==> config.mk <==
export PLATFORM = sky130hd
export DESIGN_NAME = ppdf_ram
export DESIGN_NICKNAME = d
export VERILOG_FILES = /design/src/rtl/ppdf_ram.sv
export SDC_FILE = /design/constraint.sdc
export NUM_CORES = 2
export LEC_CHECK = 0
export ABC_CLOCK_PERIOD_IN_PS = 8100
export BUFFER_PORTS_ARGS = -buffer_cell sky130_fd_sc_hd__buf_2
export CORE_MARGIN = 2
export CORE_UTILIZATION = 45
export CTS_BUF_LIST = sky130_fd_sc_hd__clkbuf_2 sky130_fd_sc_hd__clkbuf_4 sky130_fd_sc_hd__clkbuf_8
export DETAILED_ROUTE_END_ITERATION = 16
export PLACE_DENSITY_LB_ADDON = 0.1
export SLEW_MARGIN = 40
export SYNTH_ARGS = -nofsm -noshare
export SYNTH_HDL_FRONTEND = slang
export SYNTH_SLANG_ARGS = --single-unit
==> constraint.sdc <==
create_clock -name i_clk -period 8.1 [get_ports i_clk]
set_input_delay 2.43 -clock i_clk [delete_from_list [all_inputs] [get_ports i_clk]]
set_output_delay 2.43 -clock i_clk [all_outputs]
set_load 0.01 [all_outputs]
==> src/rtl/ppdf_ram.sv <==
module ppdf_ram #(
    parameter int WIDTH = 8,
    parameter int DEPTH = 256
) (
    input  logic                     i_clk,
    input  logic                     i_wr_en,
    input  logic [$clog2(DEPTH)-1:0] i_wr_addr,
    input  logic [WIDTH-1:0]         i_wr_data,
    input  logic                     i_rd_en,
    input  logic [$clog2(DEPTH)-1:0] i_rd_addr,
    output logic [WIDTH-1:0]         o_rd_data
);

    logic [WIDTH-1:0] r_mem [DEPTH];
    logic [WIDTH-1:0] r_rd_data;

    always_ff @(posedge i_clk) begin
        if (i_wr_en) begin
            r_mem[i_wr_addr] <= i_wr_data;
        end
        if (i_rd_en) begin
            r_rd_data <= r_mem[i_rd_addr];
        end
    end

    assign o_rd_data = r_rd_data;

endmodule

**Word-level counts from Yosys, hierarchy flattened**

Memory sizes are Yosys's and may differ from the RTL's. A register that Yosys moved wholly into a read port is not among the register bits.
Cells that the tools add are included.

- Flip-flop bits (word level): 0
- RAM bits: 2048
- Output and inout port bits: 8
- Memories kept: 1

Memories:

| name | words | width | rd ports | clocked after memory_dff | write ports | line | text |
|---|---|---|---|---|---|---|---|
| r_mem | 256 | 8 | 1 | 1 | 1 | 14 | `logic [WIDTH-1:0] r_mem [DEPTH];` |

- Muxes and demuxes: 2

Operators by type and width:

| kind | number |
|---|---|
| 2-to-1 mux 1 bit | 2 |

**Longest topological paths before layout**

- Depth in word-level cells: 2
- Gate-level depth with buffers: 11
- Mapped depth without buffers: 6

**Least setup slack after synthesis**

OpenSTA, ideal clock, no wires.

- Path kind: input port to flip-flop
- Start point: input i_rd_addr[0]
- End point: register r_rd_data[2], in the netlist o_rd_data[2], read port of r_mem, data pin
- Library setup time: 0.269 ns
- Arrival time: 4.237 ns
- Required time: 7.831 ns
- Path slack: 3.594 ns
- Cell stages on the path: 9
- Path buffers: 4
- Cell sequence: buf_6 -> buf_12 -> buf_8 -> buf_2 -> mux4_2 -> a22oi_1 -> a21oi_1 -> nor4_1 -> nor4_2

RTL lines:

| what | line | text |
|---|---|---|
| start, declared | 10 | `input logic [$clog2(DEPTH)-1:0] i_rd_addr,` |
| end, declared | 15 | `logic [WIDTH-1:0] r_rd_data;` |

==> impl_metrics.py <==
metrics = {
    "cells_and_area": {
        "final_core_utilization_pct": 51.05,
        "number_of_fill_cells": 13968,
        "layout_common_cells": "sky130_fd_sc_hd__edfxtp_1 (2,056), sky130_fd_sc_hd__mux4_2 (454), sky130_fd_sc_hd__clkbuf_8 (362), sky130_fd_sc_hd__nor2_2 (141), sky130_fd_sc_hd__nor2_1 (138)",
        "final_layout_size_suffix_gt1_share_pct": 31.01,
        "final_net_count": 4015,
        "layout_commonest_cell": "sky130_fd_sc_hd__edfxtp_1",
        "flow.area_growth_from_synthesis_pct": 12.78,
    },
    "route": {
        "detail_route.first_pass.iterations": 6,
        "route.final.wire_length_um": 213000,
        "via_per_inst": 5.973,
        "routed-via-count": 39344,
        "ant_nets_after_route": 0,
        "post_route_drc_violation_count": 0,
        "drt_first_iter_violations": 4429,
        "routed_wire_length_per_instance_um": 32.33,
    },
    "power_and_ir_drop": {
        "internal_power_w": 0.01705,
        "net-switching-power_w": 0.004811,
        "switching_share_pct": 22.01,
        "comb_power_share_pct": 5.0,
        "cell_leakage_power_nw": 27.63,
        "peakVddDrop_uv": 214.1,
        "seq_power_share_pct": 53.8,
        "power.clock.fraction_pct": 41.2,
        "p_per_area_mw_per_mm2": 243.4,
    },
    "clock_tree": {
        "cts_post_setup_buffers_inserted": 0,
        "clock_insertion_delay_at_the_later_pin_of_the_skew_report_ps": 1040,
        "tritoncts": "yes",
        "cts_max_path_buffers": 4,
        "tritoncts.num_buffers": 348,
        "clk_pin_slew_ps": 60,
        "cts.root.buffer_cell": "sky130_fd_sc_hd__clkbuf_8",
        "clkSinkCount": 2056,
        "clock_tree.htree_level_count": 5,
        "cts.hold.buffers_added": 0,
        "ctsResizeCount": 0,
    },
    "grt": {
        "grt_start_max_net_pins": 191,
        "gr-total-overflow": 0,
        "grt_pass1_wl_um": 303300,
        "grt_antenna_before_repair": 12,
        "via_count_of_the_first_global_routing_pass": 41009,
        "grtUsageTotal_pct": 23.72,
    },
    "synthesis": {
        "yosysWarningCount": 0,
        "distinct_cells_synth": 54,
        "synth_largest_type_area_fraction_pct": 77.53,
        "ys.flop_type": "sky130_fd_sc_hd__edfxtp_1",
        "syn-num-nets": 3760,
        "avg_synthesized_cell_area_um2": 21.33,
        "syn-instance-count": 3733,
        "synth_enable_flop_cells": 2056,
        "synth_seq_cells": 2056,
        "netlist_area_mm2": 0.07964,
        "synth-seq-area-share_pct": 77.53,
        "ys_async_rst_share_pct": 0,
        "post_synth_main_area_contributors": "sky130_fd_sc_hd__edfxtp_1 (78%), sky130_fd_sc_hd__mux4_2 (13%), sky130_fd_sc_hd__mux2i_1 (1.7%)",
        "synth_top_area_cell": "sky130_fd_sc_hd__edfxtp_1",
    },
    "placement": {
        "finalWeightedCongestion": 0.8228,
        "post-dp-hpwl_um": 129900,
        "port_buffer_cells": 34,
    },
    "setup_path": {
        "crit_required_ps": 8840,
        "critical_path.cell_chain": "buf_8, buf_16, buf_12, mux2i_1, o22ai_1, o21ai_0, nand3_1, nor4_2, nor4_1",
        "critical_path_peak_fanout": 52,
        "timing.critical_path.arrival_ps": 5850,
        "criticalPathCategory": "in2reg",
        "cp-start-kind": "input port",
        "worst_path_max_delay_cell": "sky130_fd_sc_hd__nor4_2",
        "critical-path-max-stage-delay_ps": 840,
        "endpoint_kind": "flip-flop",
        "worst-path-buf-inv": 3,
        "crit_family": "simple AND/OR/NAND/NOR gates",
    },
    "timing": {
        "setup-violations-final": 0,
        "timing.setup.tns_ps": 0,
        "relSlewSlack_pct": 35.25,
        "max_slew.worst_pin.slew_ps": 971.3,
        "hold_viol": 0,
        "finalWorstPathRequiredPeriod_ps": 5112,
        "layout_worst_path_cycle_share_pct": 63.11,
        "timing.fmax_mhz": 195.6,
        "rsz0062_at_grt": "no",
        "slew_viol_final": 0,
        "fin_skew_ps": 77.64,
    },
    "floorplanning": {
        "core-area_mm2": 0.1759,
        "floorplan.io_pins": 35,
        "initial_utilization_pct": 45.27,
        "die_outline_area_mm2": 0.1803,
        "rows": 154,
        "chipHeight_um": 424.7,
        "die_width_um": 424.7,
    },
    "hold_path": {
        "hold_path_class": "reg2reg",
    },
    "job": {
        "drv_cap": 0,
    },
    "outcome": {
        "status": "finished, final reports clean",
    },
}
-- cell type report --
| cell class | instances | area [µm²] | area share (%) |
|---|---|---|---|
| multi-input combinational | 1442 | 17040 | 18.97 |
| timing repair buffer | 138 | 1454 | 1.619 |
| sequential | 2056 | 61740 | 68.74 |
| clock buffer | 450 | 5599 | 6.234 |
| clock inverter | 153 | 1032 | 1.149 |
| antenna | 6 | 15.01 | 0.01672 |
| tap | 2340 | 2928 | 3.260 |
| inverter | 2 | 7.507 | 0.008359 |
-- cells in the mapped netlist (5+ instances only) --
library cell	n
sky130_fd_sc_hd__o22a_1	5
sky130_fd_sc_hd__mux2i_1	134
sky130_fd_sc_hd__buf_2	31
sky130_fd_sc_hd__and2_1	6
sky130_fd_sc_hd__nand3_1	34
sky130_fd_sc_hd__edfxtp_1	2056
sky130_fd_sc_hd__nor4_1	24
sky130_fd_sc_hd__o22ai_1	28
sky130_fd_sc_hd__nand2_1	33
sky130_fd_sc_hd__a22o_1	8
sky130_fd_sc_hd__nand4_1	10
sky130_fd_sc_hd__nor2_1	282
sky130_fd_sc_hd__nand2b_1	8
sky130_fd_sc_hd__o211ai_1	10
sky130_fd_sc_hd__o221ai_1	46
sky130_fd_sc_hd__nor3_1	22
sky130_fd_sc_hd__a211oi_1	16
sky130_fd_sc_hd__buf_8	13
sky130_fd_sc_hd__a221oi_1	13
sky130_fd_sc_hd__buf_12	8
sky130_fd_sc_hd__buf_6	21
sky130_fd_sc_hd__a21oi_1	96
sky130_fd_sc_hd__a22oi_1	133
sky130_fd_sc_hd__buf_4	27
sky130_fd_sc_hd__mux4_2	454
sky130_fd_sc_hd__nor2b_1	31
sky130_fd_sc_hd__o21ai_0	10
sky130_fd_sc_hd__clkbuf_1	111
sky130_fd_sc_hd__buf_1	22
-- worst register-to-register path, stage by stage, from the launching register on --
cell and delay (ps):
sky130_fd_sc_hd__edfxtp_1 380, sky130_fd_sc_hd__mux4_2 470, sky130_fd_sc_hd__a22o_1 280, sky130_fd_sc_hd__a221oi_1 590, sky130_fd_sc_hd__o32ai_1 210, sky130_fd_sc_hd__nor3_1 630, sky130_fd_sc_hd__nor4_1 140
-- flip-flops by register name, summed over array words and instances, names as in the netlist --
| register | cells |
|---|---|
| o_rd_data | 8 |
| r_mem | 2048 |
-- through the flow --
| stage | instances | total power (W) | cell area, µm² | setup slack, ps | hold WS (ps) |
|---|---|---|---|---|---|
| 3_5_place_dp | 5974 | 0.01308 | 82820 | 1926 | 1097 |
| 2_1_floorplan | 3733 | 0.01254 | 79640 | 3594 | 864.2 |
| 4_1_cts | 6577 | 0.02205 | 89450 | 3054 | 1146 |
| 6_report | 6587 | 0.02186 | 89810 | 2988 | 1120 |
| 5_1_grt | 6585 | 0.02253 | 89810 | 2886 | 1199 |
| 3_3_place_gp | 5962 | 0.01304 | 82340 | 1152 | 1125 |
-- routing by layer --
layer | vias up | share of wire [%] | GRT usage, %
met5 | - | 0.0061 | 0
met4 | 2 | 3.1 | 7.871
met3 | 352 | 6.7 | 4.249
met2 | 1512 | 50 | 39.27
met1 | 21191 | 40 | 31.93
li1 | 16287 | - | -
-- cell families after synthesis --
| family | Yosys count | synth area share (%) |
|---|---|---|
| flops | 2056 | 77.53 |
| buf+inv | 235 | 1.829 |
| compound gates | 385 | 3.416 |
| mux | 591 | 14.60 |
| simple gates | 466 | 2.625 |
-- power by group through the flow --
| stage | combinational [W] | sequential (W) | clock, W |
|---|---|---|---|
| after floorplan | 0.000570 | 0.0120 | 0 |
| after global placement | 0.00106 | 0.0120 | 0 |
| after detailed placement | 0.00110 | 0.0120 | 0 |
| after CTS | 0.00110 | 0.0118 | 0.00920 |
| after global routing | 0.00115 | 0.0118 | 0.00963 |
| final | 0.00109 | 0.0118 | 0.00901 |
-- worst paths after layout --
path | startpoint | to | slack (ps) | cells past startpoint
max | i_rd_addr[0] | o_rd_data[7]$_DFFE_PP_ | 2990 | 9
min | r_mem[51][0]$_DFFE_PP_ | o_rd_data[0]$_DFFE_PP_ | 1120 | 5
max reg2reg | r_mem[82][3]$_DFFE_PP_ | o_rd_data[3]$_DFFE_PP_ | 5130 | 6
min reg2reg | r_mem[51][0]$_DFFE_PP_ | o_rd_data[0]$_DFFE_PP_ | 1120 | 5
No activity file was read; power rests on OpenSTA's default activity.
