[config.mk]
export PLATFORM = sky130hd
export DESIGN_NAME = ppdf_cfg
export DESIGN_NICKNAME = d
export VERILOG_FILES = /design/src/rtl/ppdf_pkg.sv /design/src/rtl/ppdf_cfg.sv
export SDC_FILE = /design/constraint.sdc
export NUM_CORES = 1
export LEC_CHECK = 0
export BUFFER_PORTS_ARGS = -buffer_cell sky130_fd_sc_hd__clkbuf_2
export CORE_ASPECT_RATIO = 0.9
export CORE_MARGIN = 5
export CORE_UTILIZATION = 55
export CTS_BUF_LIST = sky130_fd_sc_hd__clkbuf_8 sky130_fd_sc_hd__clkbuf_16
export CTS_CLUSTER_DIAMETER = 60
export DETAILED_ROUTE_END_ITERATION = 12
export PLACE_DENSITY = 0.82
export SETUP_SLACK_MARGIN = 0.15
export SLEW_MARGIN = 30
export SYNTH_ARGS = -nofsm -noshare
export SYNTH_HDL_FRONTEND = slang
export SYNTH_SLANG_ARGS = --single-unit
[constraint.sdc]
create_clock -name i_clk -period 7.1 [get_ports i_clk]
set_input_delay 1.775 -clock i_clk [delete_from_list [all_inputs] [get_ports i_clk]]
set_output_delay 1.775 -clock i_clk [all_outputs]
set_load 0.005 [all_outputs]
[src/rtl/ppdf_pkg.sv]
package ppdf_pkg;

    typedef enum logic [1:0] {
        OP_LOAD  = 2'd0,
        OP_START = 2'd1,
        OP_STOP  = 2'd2,
        OP_TICK  = 2'd3
    } t_op;

    typedef struct packed {
        t_op         op;
        logic [13:0] byte_address;
        logic [7:0]  byte_value;
    } t_in_item;

    typedef struct packed {
        logic [9:0] duty;
        logic       playing;
    } t_out_item;

    // Register indexes (byte address / 4)
    localparam logic [2:0] REG_FORMAT   = 3'd0;
    localparam logic [2:0] REG_CHANNELS = 3'd1;
    localparam logic [2:0] REG_STEP     = 3'd2;
    localparam logic [2:0] REG_VOLUME   = 3'd3;
    localparam logic [2:0] REG_LENGTH   = 3'd4;

    localparam int PADDR_W = 5;
    localparam int ADDR_XW = 21;

    localparam logic [1:0] FMT_U8  = 2'd0;
    localparam logic [1:0] FMT_S16 = 2'd1;

    localparam logic [7:0]  MID_LEVEL = 8'd128;
    localparam logic [7:0]  SIGN_FLIP = 8'h80;
    localparam int          FRAC_BITS = 12;
    localparam logic [9:0]  VOL_FULL  = 10'd1000;
    localparam logic [15:0] POS_MAX   = 16'hFFFF;

    // duty = floor(level * 4 * vol / 1000) = (level * vol * COEF_UNIT) >> DIV_SHIFT,
    // with COEF_UNIT = 4 * ceil(2^30 / 1000); exact for all products below 2^20.
    localparam logic [22:0] COEF_UNIT     = 23'd4294968;
    localparam logic [32:0] VOL_COEF_FULL = 33'd4294968000;
    localparam int          DIV_SHIFT     = 30;

    localparam logic [1:0]  RST_FORMAT   = 2'd0;
    localparam logic [3:0]  RST_CHANNELS = 4'd1;
    localparam logic [15:0] RST_STEP     = 16'd4096;
    localparam logic [9:0]  RST_VOLUME   = 10'd1000;
    localparam logic [14:0] RST_LENGTH   = 15'd0;

    typedef struct packed {
        logic [1:0]  sample_format;
        logic [3:0]  channel_count;
        logic [15:0] step_size;
        logic [14:0] data_length;
        logic [32:0] vol_coef;
    } t_cfg;

endpackage

[src/rtl/ppdf_cfg.sv]
module ppdf_cfg (
    input  logic                         i_clk,
    input  logic                         i_rst_n,
    input  logic                         i_psel,
    input  logic                         i_penable,
    input  logic                         i_pwrite,
    input  logic [ppdf_pkg::PADDR_W-1:0] i_paddr,
    input  logic [31:0]                  i_pwdata,
    output logic [31:0]                  o_prdata,
    output ppdf_pkg::t_cfg               o_cfg
);
    import ppdf_pkg::*;

    logic [1:0]  r_sample_format;
    logic [3:0]  r_channel_count;
    logic [15:0] r_step_size;
    logic [9:0]  r_volume;
    logic [14:0] r_data_length;
    logic [32:0] r_vol_coef;
    logic [32:0] n_vol_coef;
    logic [9:0]  vol_eff;
    logic [2:0]  reg_idx;
    logic        wr;

    assign reg_idx = i_paddr[PADDR_W-1:2];
    assign wr      = i_psel & i_penable & i_pwrite;

    // Clamp volume, then fold it into the reciprocal scale factor.
    assign vol_eff    = (r_volume > VOL_FULL) ? VOL_FULL : r_volume;
    assign n_vol_coef = 33'(33'(vol_eff) * 33'(COEF_UNIT));

    always_ff @(posedge i_clk) begin
        if (!i_rst_n) begin
            r_sample_format <= RST_FORMAT;
            r_channel_count <= RST_CHANNELS;
            r_step_size     <= RST_STEP;
            r_volume        <= RST_VOLUME;
            r_data_length   <= RST_LENGTH;
            r_vol_coef      <= VOL_COEF_FULL;
        end else begin
            r_vol_coef <= n_vol_coef;
            if (wr) begin
                unique case (reg_idx)
                    REG_FORMAT:   r_sample_format <= i_pwdata[1:0];
                    REG_CHANNELS: r_channel_count <= i_pwdata[3:0];
                    REG_STEP:     r_step_size     <= i_pwdata[15:0];
                    REG_VOLUME:   r_volume        <= i_pwdata[9:0];
                    REG_LENGTH:   r_data_length   <= i_pwdata[14:0];
                    default: begin
                    end
                endcase
            end
        end
    end

    always_comb begin
        o_prdata = '0;
        unique case (reg_idx)
            REG_FORMAT:   o_prdata = {30'd0, r_sample_format};
            REG_CHANNELS: o_prdata = {28'd0, r_channel_count};
            REG_STEP:     o_prdata = {16'd0, r_step_size};
            REG_VOLUME:   o_prdata = {22'd0, r_volume};
            REG_LENGTH:   o_prdata = {17'd0, r_data_length};
            default:      o_prdata = '0;
        endcase
    end

    assign o_cfg.sample_format = r_sample_format;
    assign o_cfg.channel_count = r_channel_count;
    assign o_cfg.step_size     = r_step_size;
    assign o_cfg.data_length   = r_data_length;
    assign o_cfg.vol_coef      = r_vol_coef;

endmodule

After elaboration in Yosys (flattened, before gate mapping). Index checks and enable logic that the tools add are counted.

$mul: 1. Order comparisons: 1. Equal/unequal tests: 4. Muxes and demuxes: 2. Bitwise gates (word level): 2. Reduce and logical (&&, ||, !) cells: 6.

Operators with widths (number): $pmux 16 s5 (1); $mul 10x20->30 const B (1); $gt 10x10->1 const B (1); $mux 10 (1); $reduce_and 2->1 (5); $eq 3x2->1 const B (2); $eq 3x1->1 const B (1); $eq 3x3->1 const B (1); $logic_not 3->1 (1); $and 1x1->1 (2).

Register bits: 80. Input bits: 42. Output and inout port bits: 102. Word-level logic and storage cells: 23.

Logic depth before layout (Yosys ltp). Gate-level depths: netlist of run 1.

Depth in word-level cells: 3. Depth in mapped cells: 22. Gate-level depth less buffers: 21.

Worst setup path after synthesis of run 1. No wires, ideal clock.

Kind: register -> register. Start: register r_volume[0]. End: register r_vol_coef[29]. Library setup time: 130 ps. Arrival: 5166 ps. Required time: 6970 ps. Path slack: 1804 ps. Cell stages (with the launch flop): 19. Buffers on the path: 1. Cells stage by stage: dfxtp_1 > or3_1 > a21oi_1 > or2_1 > clkbuf_1 > or2b_1 > fa_1 > fa_1 > fa_1 > fa_1 > ha_1 > ha_1 > a21oi_1 > o21ai_0 > a21oi_1 > nor3_1 > o31ai_1 > nand3_1 > nor3b_1.

Longest elaborated chain between the ends: 3.

Ends and longest elaborated chain: start: declaration (line ppdf_cfg.sv:17) `logic [9:0] r_volume;`; start signal: assignment (line ppdf_cfg.sv:47) `REG_VOLUME: r_volume <= i_pwdata[9:0];`; $gt 10x10->1 (line ppdf_cfg.sv:29) `assign vol_eff = (r_volume > VOL_FULL) ? VOL_FULL : r_volume;`; $mux 10 (*) (line ppdf_cfg.sv:29); $mul 10x20->30 (*) (line ppdf_cfg.sv:30) `assign n_vol_coef = 33'(33'(vol_eff) * 33'(COEF_UNIT));`; end signal: assignment (line ppdf_cfg.sv:41) `r_vol_coef <= n_vol_coef;`; end: declaration (line ppdf_cfg.sv:19) `logic [32:0] r_vol_coef;`.

Mark *: on every way between the ends. The rest lies on a longest branch, timed or not. A chain may end at the register's enable or synchronous reset.

Worst setup path after layout of run 1. Same ends and word-level chain as after synthesis.

==> impl_metrics.toml, run 1 <==
[clock_tree]
cts-root-buf = "clkbuf_16"
post-cts-setup-buffer-count = 0
clk_pin_slew_ns = 0.07
postCtsHoldBufs = 0
clock_latency_ns = 0.34
cts_tree = "yes"
cts_resized = 0
htreeDepth = 3
cts_buffers = 9
cts_buffer_depth = 2
clock_sinks = 77

[power_and_ir_drop]
power.leakage_nw = 3.34
p_seq_frac = 0.374
p_sw_frac = 0.326
finalPower_w = 0.00130
p_per_area_nw_per_um2 = 194
peakVddDrop_uv = 171
power.switching_w = 0.000422
p_comb_frac = 0.286
pwr-share-clk = 0.340
internal-power_w = 0.000874

[worst_hold_path]
min_from = "r_step_size[5]"
hp-class = "register to register"

[floorplan]
fp.coreArea_um2 = 10300
die_h_um = 108
io_pins = 144
core.rowCount = 35
start_util = 0.569
die_area_um2 = 12900
die_width_um = 119

[global_routing]
use_met2 = 0.373
met1_usage = 0.305
grt_pass1_vias = 4880
track_usage = 0.228
grt_pass1_wl_um = 24000
grt.busiest_layer = "met2"
grt_max_degree = 44
globalRouteOverflowTotal = 0
antenna_found_initial = 0
met3_usage = 0.0424

[worst_setup_path]
rrSetupSlack_ns = 1.11
cp_data_required_time_ns = 7.35
crit_path_max_fanout = 8
end_kind = "register"
start_kind = "register"
critical_path.startpoint = "r_volume[0]"
endpoint = "r_vol_coef[29]"
r2r_start = "r_volume[0]"
path_class = "register to register"
r2r_cells = 17
crit_arrival_ns = 6.24
r2r_end = "r_vol_coef[29]"

[sta]
slew_headroom = 0.443
setup_violations = 0
tightestPinTransition_ns = 0.832
fin_crit_sh = 0.844
maxSlewViolCount = 0
tns_ns = 0
fin_crit_ns = 5.99
max_freq_mhz = 167
holdWs_ns = 0.468
hold_viol = 0
rsz0062_at_grt = "false"
skew_ns = 0.0100

[detailed_routing]
wl_um = 14400
via_per_inst = 5.45
dr.pass1.iters = 5
drt_iter0_markers = 483
vias = 5045
wl_per_cell_um = 15.5
final_antenna_net_count = 0
drcViolationCount = 0

[placement]
dp_cells = 910
gp_congestion = 0.945
numPortBuffers = 106
hpwl_um = 11500

[synth]
synth_seq_cells = 77
syn_area_per_cell_um2 = 8.37
async_flop_share = 0
synthFlopType = "dfxtp_1"
ys_seq_area_frac = 0.262
synth_cell_types = 56
syn-cell-area_um2 = 5880
yosys.area.top_type = "dfxtp_1"
ys_warn_count = 0
synthCells = 703
synth_edf_count = 0
synth.top_cell.area_share = 0.262
ys_top_cells_by_area = "dfxtp_1 26%, ha_1 19%, fa_1 10%"

[finish]
fin_cells = 926
areaGrowthSynthToFinish_pct = 13.6
layout-drive-gt1-share = 0.169
num-fill-cells = 899
final_util = 0.647
antenna_cells = 0
final_nets = 954

[run_status]
status = "completed"

[flow_run]
max_cap_violations = 0
==> state kept, by name (all words and copies together), names as in the netlist <==
name	flops
r_step_size	16
r_volume	10
r_sample_format	2
r_vol_coef	30
r_channel_count	4
r_data_length	15
==> stage by stage <==
stage | setup slack (ns) | cell area [µm²]
floorplan | 1.80 | 5950
global placement | 1.29 | 6400
detailed placement | 1.19 | 6400
CTS | 1.15 | 6680
global route | 0.773 | 6680
finish | 1.11 | 6680
==> layout make-up <==
type | instances | area (µm²) | share of cell area
clock inverter | 7 | 58.8 | 0.00880
sequential | 77 | 1540 | 0.231
tap | 129 | 161 | 0.0242
timing repair buffer | 108 | 546 | 0.0816
clock buffer | 9 | 225 | 0.0337
inverter | 77 | 289 | 0.0433
multi-input combinational | 519 | 3860 | 0.578
==> how the worst min path moves through the flow <==
stage | end | slack [ns] | cells after the start
floorplan | r_volume[2] | 0.45 | 2
global placement | r_step_size[15] | 0.45 | 2
detailed placement | r_step_size[5] | 0.46 | 2
CTS | r_step_size[5] | 0.47 | 2
global route | r_data_length[6] | 0.49 | 2
finish | r_step_size[5] | 0.47 | 2
==> per-layer routing <==
metal	vias to the layer above	wire length [µm]
li1	2476	-
met3	34	693
met2	142	6960
met4	0	336
met5	-	0
met1	2393	6400
==> critical path: stages (launching register included) <==
cell and delay (ns):
dfxtp_1 0.34, or3_1 0.37, a21oi_1 0.18, or2_1 0.29
or2b_1 0.41, fa_1 0.55, fa_1 0.44, fa_1 0.52
fa_1 0.49, ha_1 0.31, ha_1 0.36, a21oi_1 0.18
o21ai_0 0.09, a21oi_1 0.49, nor3_1 0.19, o31ai_1 0.37
a21oi_1 0.12, nor3b_1 0.21
==> cell families (layout without fill, tap and decap cells) <==
family / count (synthesis) / in the layout / synth area share
other cells: 1 / 19 / 0.000638
compound gates: 128 / 128 / 0.133
flops: 77 / 77 / 0.262
simple gates: 216 / 216 / 0.160
buf+inv: 125 / 201 / 0.0930
fa+ha+maj: 120 / 120 / 0.294
mux: 17 / 17 / 0.0294
xor+xnor: 19 / 19 / 0.0283
==> power by group through the flow <==
stage          clock network (W)  registers, W  logic [W]
6_report                0.000440      0.000484   0.000371
5_1_grt                 0.000476      0.000488   0.000416
4_1_cts                 0.000453      0.000485   0.000371
3_5_place_dp                   0      0.000494   0.000368
3_3_place_gp                   0      0.000493   0.000359
2_1_floorplan                  0      0.000500   0.000260
==> cells in the final DEF (no fill, tap or decap), types with 6 or more instances in the layout <==
master	Yosys	final
mux2i_1	15	15
inv_1	76	76
xnor2_1	13	13
nand3_1	13	13
conb_1	1	19
dfxtp_1	77	77
o21ai_0	24	24
ha_1	90	90
xor2_1	6	6
clkbuf_16	0	9
a22oi_1	7	7
nand2_1	117	117
nor3_1	6	6
a31oi_1	6	6
nor2_1	43	43
clkbuf_2	0	106
a21oi_1	61	61
a21o_1	7	7
fa_1	30	30
==> cells in the mapped netlist, types with 4 or more instances <==
cell      number
nand2_1      117
ha_1          90
dfxtp_1       77
inv_1         76
a21oi_1       61
nor2_1        43
fa_1          30
o21ai_0       24
clkbuf_1      22
buf_4         19
mux2i_1       15
nand3_1       13
xnor2_1       13
a21o_1         7
a22oi_1        7
a31oi_1        6
nor3_1         6
xor2_1         6
buf_2          5
nand2b_1       5
and2_1         4
and3_1         4
nand4_1        4
nor2b_1        4
o211ai_1       4
o21bai_1       4
Note: power is estimated with default switching activity, not from simulation.
==> run 2, diff against run 1 <==
ABC_AREA = 1   (was default)
CORE_UTILIZATION = 50   (was 55)
PLACE_DENSITY = 0.78   (was 0.82)
clock period = 5.35 ns   (was 7.1 ns; I/O delays follow)
==> run 2 against run 1 <==
Net effect:
- flip-flop and latch count stayed put
- sequential power is 33% higher
- highest routed layer unchanged
- utilization is 5.7 points lower
- worst hold slack better by 0.024 ns
- routed wire length is 14% higher
- count of clock-buffer cells in the layout is 1 higher
- via count is 13% higher
- global-route usage is 0.25 points lower
- synthesized area is 3.9% higher
- final area is 6.1% higher
- combinational power is 70% higher
==> impl_metrics.toml, run 2 <==
[sta]
slew_headroom = 0.534
tightestPinTransition_ns = 0.697
fin_crit_ns = 4.90
fin_crit_sh = 0.917
setup_violations = 0
maxSlewViolCount = 0
skew_ns = 0.0104
max_freq_mhz = 204
rsz0062_at_grt = "false"
holdWs_ns = 0.491
hold_viol = 0
tns_ns = 0

[synth]
yosys.area.top_type = "dfxtp_1"
syn_area_per_cell_um2 = 7.33
synth.top_cells.by_count = "150 x nand2_1, 135 x nor2_1, 120 x inv_1"
synth_edf_count = 0
syn-cell-area_um2 = 6110
ys_warn_count = 0
synth_cell_types = 36
synth.top_cell.area_share = 0.252
ys_top_cells_by_area = "dfxtp_1 25%, ha_1 18%, fa_1 9.8%"
yosysMostFrequentCell = "nand2_1"
synthFlopType = "dfxtp_1"
async_flop_share = 0
synthCells = 834
ys_seq_area_frac = 0.252
synth_seq_cells = 77

[worst_setup_path]
critical-path-slowest-cell = "fa_1"
critPathMaxStageDelay_ns = 0.56
crit_path_max_fanout = 6
r2r_start = "r_volume[7]"
path_class = "register to register"
critPathBufInv = 4
rrSetupSlack_ns = 0.45
cp_data_required_time_ns = 5.63
crit_arrival_ns = 5.19
r2r_cells = 25
r2r_end = "r_vol_coef[30]"
cpMostUsedCell = "nand2_1"
start_kind = "register"
end_kind = "register"
crit_family = "adder cells"

[finish]
num-fill-cells = 1121
reg_top3 = "r_vol_coef (30), r_step_size (16), r_data_length (15)"
final_common_cell = "nand2_1"
final_cell_mix = "149 x nand2_1, 133 x nor2_1, 117 x inv_1"
antenna_cells = 0
top_register = "r_vol_coef"
largest_register_ffs = 30
final_util = 0.589
final_nets = 1103
areaGrowthSynthToFinish_pct = 16.0
multi_input_area_um2 = 3980
layout-drive-gt1-share = 0.167
regArea_um2 = 1550
fin_cells = 1106

[floorplan]
start_util = 0.508
fp.coreArea_um2 = 12000
io_pins = 144
die_area_um2 = 14500
die_h_um = 115
die_width_um = 127
core.rowCount = 38

[clock_tree]
clock_latency_ns = 0.35
cts_buffers = 9
cts_resized = 0
cts_tree = "yes"
post-cts-setup-buffer-count = 0
clk_pin_slew_ns = 0.07
clock_sinks = 77
cts_buffer_depth = 2
htreeDepth = 3
postCtsHoldBufs = 0
cts-root-buf = "clkbuf_16"

[detailed_routing]
wl_um = 16300
drcViolationCount = 0
drt_iter0_markers = 423
dr.pass1.iters = 5
final_antenna_net_count = 0
wl_per_cell_um = 14.8
via_per_inst = 5.13
vias = 5678

[worst_hold_path]
min_path_cells = 2
min_from = "r_step_size[15]"
hp-class = "register to register"
min_to = "r_step_size[15]"

[global_routing]
track_usage = 0.226
grt_max_degree = 68
grt_pass1_wl_um = 26500
antenna_found_initial = 0
grt_pass1_vias = 5489
globalRouteOverflowTotal = 0

[power_and_ir_drop]
p_per_area_nw_per_um2 = 270
finalPower_w = 0.00192
peakVddDrop_uv = 183
power.leakage_nw = 3.90

[placement]
numPortBuffers = 106
gp_congestion = 0.958
dp_cells = 1090
hpwl_um = 12900

[run_status]
status = "completed"

[flow_run]
max_cap_violations = 0
-- run 2: cell types whose count changed in the layout (fill, tap and decap cells not counted), moves of 27 or more --
cell	previous run	this run
o21ai_0	24	58
nand3_1	13	40
nor2_1	43	133
nand2_1	117	149
inv_1	76	117
-- run 2: final cells by class --
class	instances	area share
Clock inverter	6	0.0104
Multi-Input combinational cell	616	0.562
Sequential cell	77	0.218
Tap cell	160	0.0282
Inverter	124	0.0657
Clock buffer	10	0.0337
Timing Repair Buffer	113	0.0823
-- run 2: routing by layer --
metal	track usage	wire, µm	up-vias
li1	-	-	2848
met4	0.0815	213	0
met2	0.355	7550	183
met5	0	0	-
met3	0.0492	1100	18
met1	0.307	7480	2629
-- run 2: tightest hold or removal path, stage by stage, from the launching register on --
cell     delay (ns)
dfxtp_1        0.31
inv_1          0.07
a21oi_1        0.06
-- run 2: power by group --
group / internal [W] / switching (W)
clock network: 0.000381 / 0.000258
logic: 0.000227 / 0.000404
registers: 0.000630 / 0.0000158
-- run 2: kinds of logic (layout without fill, tap and decap cells) --
family,Yosys count,in the layout,synth area share
AO/OA/AOI/OAI,128,128,0.117
XOR/XNOR,1,1,0.00143
adder cells (fa/ha/maj),120,120,0.283
buffers and inverters,159,253,0.112
flip-flops,77,77,0.252
other,1,19,0.000614
AND/OR/NAND/NOR,348,348,0.234
-- run 2: worst max path at each step --
stage	start	to	slack, ns	cells after the start
CTS	r_volume[7]	r_vol_coef[30]	0.28	26
global placement	r_volume[7]	r_vol_coef[21]	0.37	22
detailed placement	r_volume[7]	r_vol_coef[30]	0.29	26
finish	r_volume[7]	r_vol_coef[30]	0.45	25
floorplan	r_volume[6]	r_vol_coef[21]	0.77	22
global route	r_volume[7]	r_vol_coef[30]	0.16	25
-- run 2: stage by stage --
step                instance area (µm²)  setup slack [ns]
finish                             7090             0.446
global route                       7090             0.162
detailed placement                 6740             0.290
floorplan                          6180             0.770
global placement                   6740             0.372
CTS                                7050             0.283
==> run 3, diff against run 2 <==
CORE_ASPECT_RATIO = default   (was 0.9)
==> run 3 against run 2 <==
Net effect:
- combinational power shrank 2%
- cell count shrank 1.3%
- final area shrank 0.51%
- routed wire length down 4.1%
- flip-flop and latch count unchanged
- clock power rose by 0.9%
- highest routed layer unchanged
- critical endpoint is now r_vol_coef[21]
- global-route usage about the same
- count of clock-buffer cells in the layout unchanged
- critical path type unchanged
- die area barely moved
- register-to-register slack improved by 0.04 ns
- utilization shrank 0.22 points
==> impl_metrics.toml, run 3 (synthesis gave the netlist of run 2 again) <==
[run_status]
status = "completed"

[floorplan]
die_area_um2 = 14500
fp.coreArea_um2 = 12000
start_util = 0.509
die_width_um = 121
die_h_um = 121
io_pins = 144
core.rowCount = 40

[clock_tree]
htreeDepth = 3
clock_sinks = 77
cts-root-buf = "clkbuf_16"
clk_pin_slew_ns = 0.07
cts_tree = "yes"
cts_buffers = 9
cts_buffer_depth = 2
clock_latency_ns = 0.36
postCtsHoldBufs = 0

[sta]
max_freq_mhz = 205
tns_ns = 0
maxSlewViolCount = 0
tightestPinTransition_ns = 0.735
skew_ns = 0.0132
rsz0062_at_grt = "false"
hold_viol = 0
fin_crit_ns = 4.87
holdWs_ns = 0.490
slew_headroom = 0.509
fin_crit_sh = 0.910
setup_violations = 0

[finish]
fin_cells = 1092
final_util = 0.587
reg_top3 = "r_vol_coef (30), r_step_size (16), r_data_length (15)"
antenna_cells = 0
areaGrowthSynthToFinish_pct = 15.4
final_nets = 1102
layout-drive-gt1-share = 0.164
top_register = "r_vol_coef"
largest_register_ffs = 30
final_common_cell = "nand2_1"
final_cell_mix = "149 x nand2_1, 134 x nor2_1, 119 x inv_1"

[power_and_ir_drop]
finalPower_w = 0.00191
peakVddDrop_uv = 270
power.leakage_nw = 3.89
p_per_area_nw_per_um2 = 270

[worst_setup_path]
crit_path_max_fanout = 5
path_class = "register to register"
cp_data_required_time_ns = 5.59
crit_arrival_ns = 5.11
critical-path-slowest-cell = "fa_1"
start_kind = "register"
path_cells = "ha_2 -> nand2_1 -> nor2_1 -> nand2_2 -> inv_2 -> nor2_2 -> inv_1 -> fa_1 -> fa_1 -> fa_1 -> fa_1 -> ha_1 -> ha_2 -> nand2_1 -> inv_1 -> nand3_1 -> o21ai_2 -> nand2_1 -> o21bai_1 -> nand2_1 -> nand2_1 -> nor2_1"
end_kind = "register"
cpMostUsedCell = "nand2_1"
critPathMaxStageDelay_ns = 0.51
rrSetupSlack_ns = 0.48

[global_routing]
antenna_found_initial = 0
grt_pass1_wl_um = 26300
track_usage = 0.226
globalRouteOverflowTotal = 0
grt_pass1_vias = 5609
grt_max_degree = 42

[detailed_routing]
via_per_inst = 5.18
dr.pass1.iters = 5
wl_um = 15700
final_antenna_net_count = 0
drt_iter0_markers = 335
wl_per_cell_um = 14.3
vias = 5654
drcViolationCount = 0

[placement]
gp_congestion = 0.949
hpwl_um = 12400
dp_cells = 1074
numPortBuffers = 106

[worst_hold_path]
hp-class = "register to register"

[flow_run]
max_cap_violations = 0
-- run 3: area by class of cell --
type                       instances  area, µm²
fill                            1120       4960
clock inverter                     6       68.8
clock buffer                      10        239
timing repair buffer             112        576
sequential                        77       1550
inverter                         124        465
multi-input combinational        616       3970
tap                              147        184
-- run 3: worst max-delay path: cells and delay by family (launching register included) --
family | cells | cell delay (ns)
flip-flops | 1 | 0.36
AO/OA/AOI/OAI | 2 | 0.43
buffers and inverters | 3 | 0.29
AND/OR/NAND/NOR | 10 | 0.82
adder cells (fa/ha/maj) | 7 | 2.83
-- run 3: report_power, final --
| part | internal (W) | total (W) | switching, W |
|---|---|---|---|
| clock | 0.000377 | 0.000645 | 0.000268 |
| sequential | 0.000629 | 0.000644 | 0.0000149 |
| combinational | 0.000227 | 0.000618 | 0.000390 |
-- run 3: worst paths after layout --
check	from	endpoint	cells past startpoint
setup / recovery	r_volume[7]	r_vol_coef[21]	22
hold reg to reg	r_step_size[12]	r_step_size[12]	2
setup reg to reg	r_volume[7]	r_vol_coef[21]	22
hold / removal	r_step_size[12]	r_step_size[12]	2
-- run 3: repair_timing --
item,4_1_cts,5_1_grt
buffers inserted,0,2
endpoints found under the setup margin,0,19
gates resized for setup,0,9
-- run 3: through the flow --
stage               area [µm²]  worst slack, ns
global route              7050            0.160
finish                    7050            0.482
global placement          6700            0.347
CTS                       7010            0.253
floorplan                 6180            0.770
detailed placement        6700            0.290
-- run 3: per-layer routing --
metal,GRT usage,up-vias,wire length (µm),part of all wire
met5,0,-,0,0
met4,0.0779,0,327,0.021
met3,0.0631,24,1100,0.070
met2,0.381,184,7450,0.48
met1,0.278,2607,6790,0.43
li1,-,2839,-,-
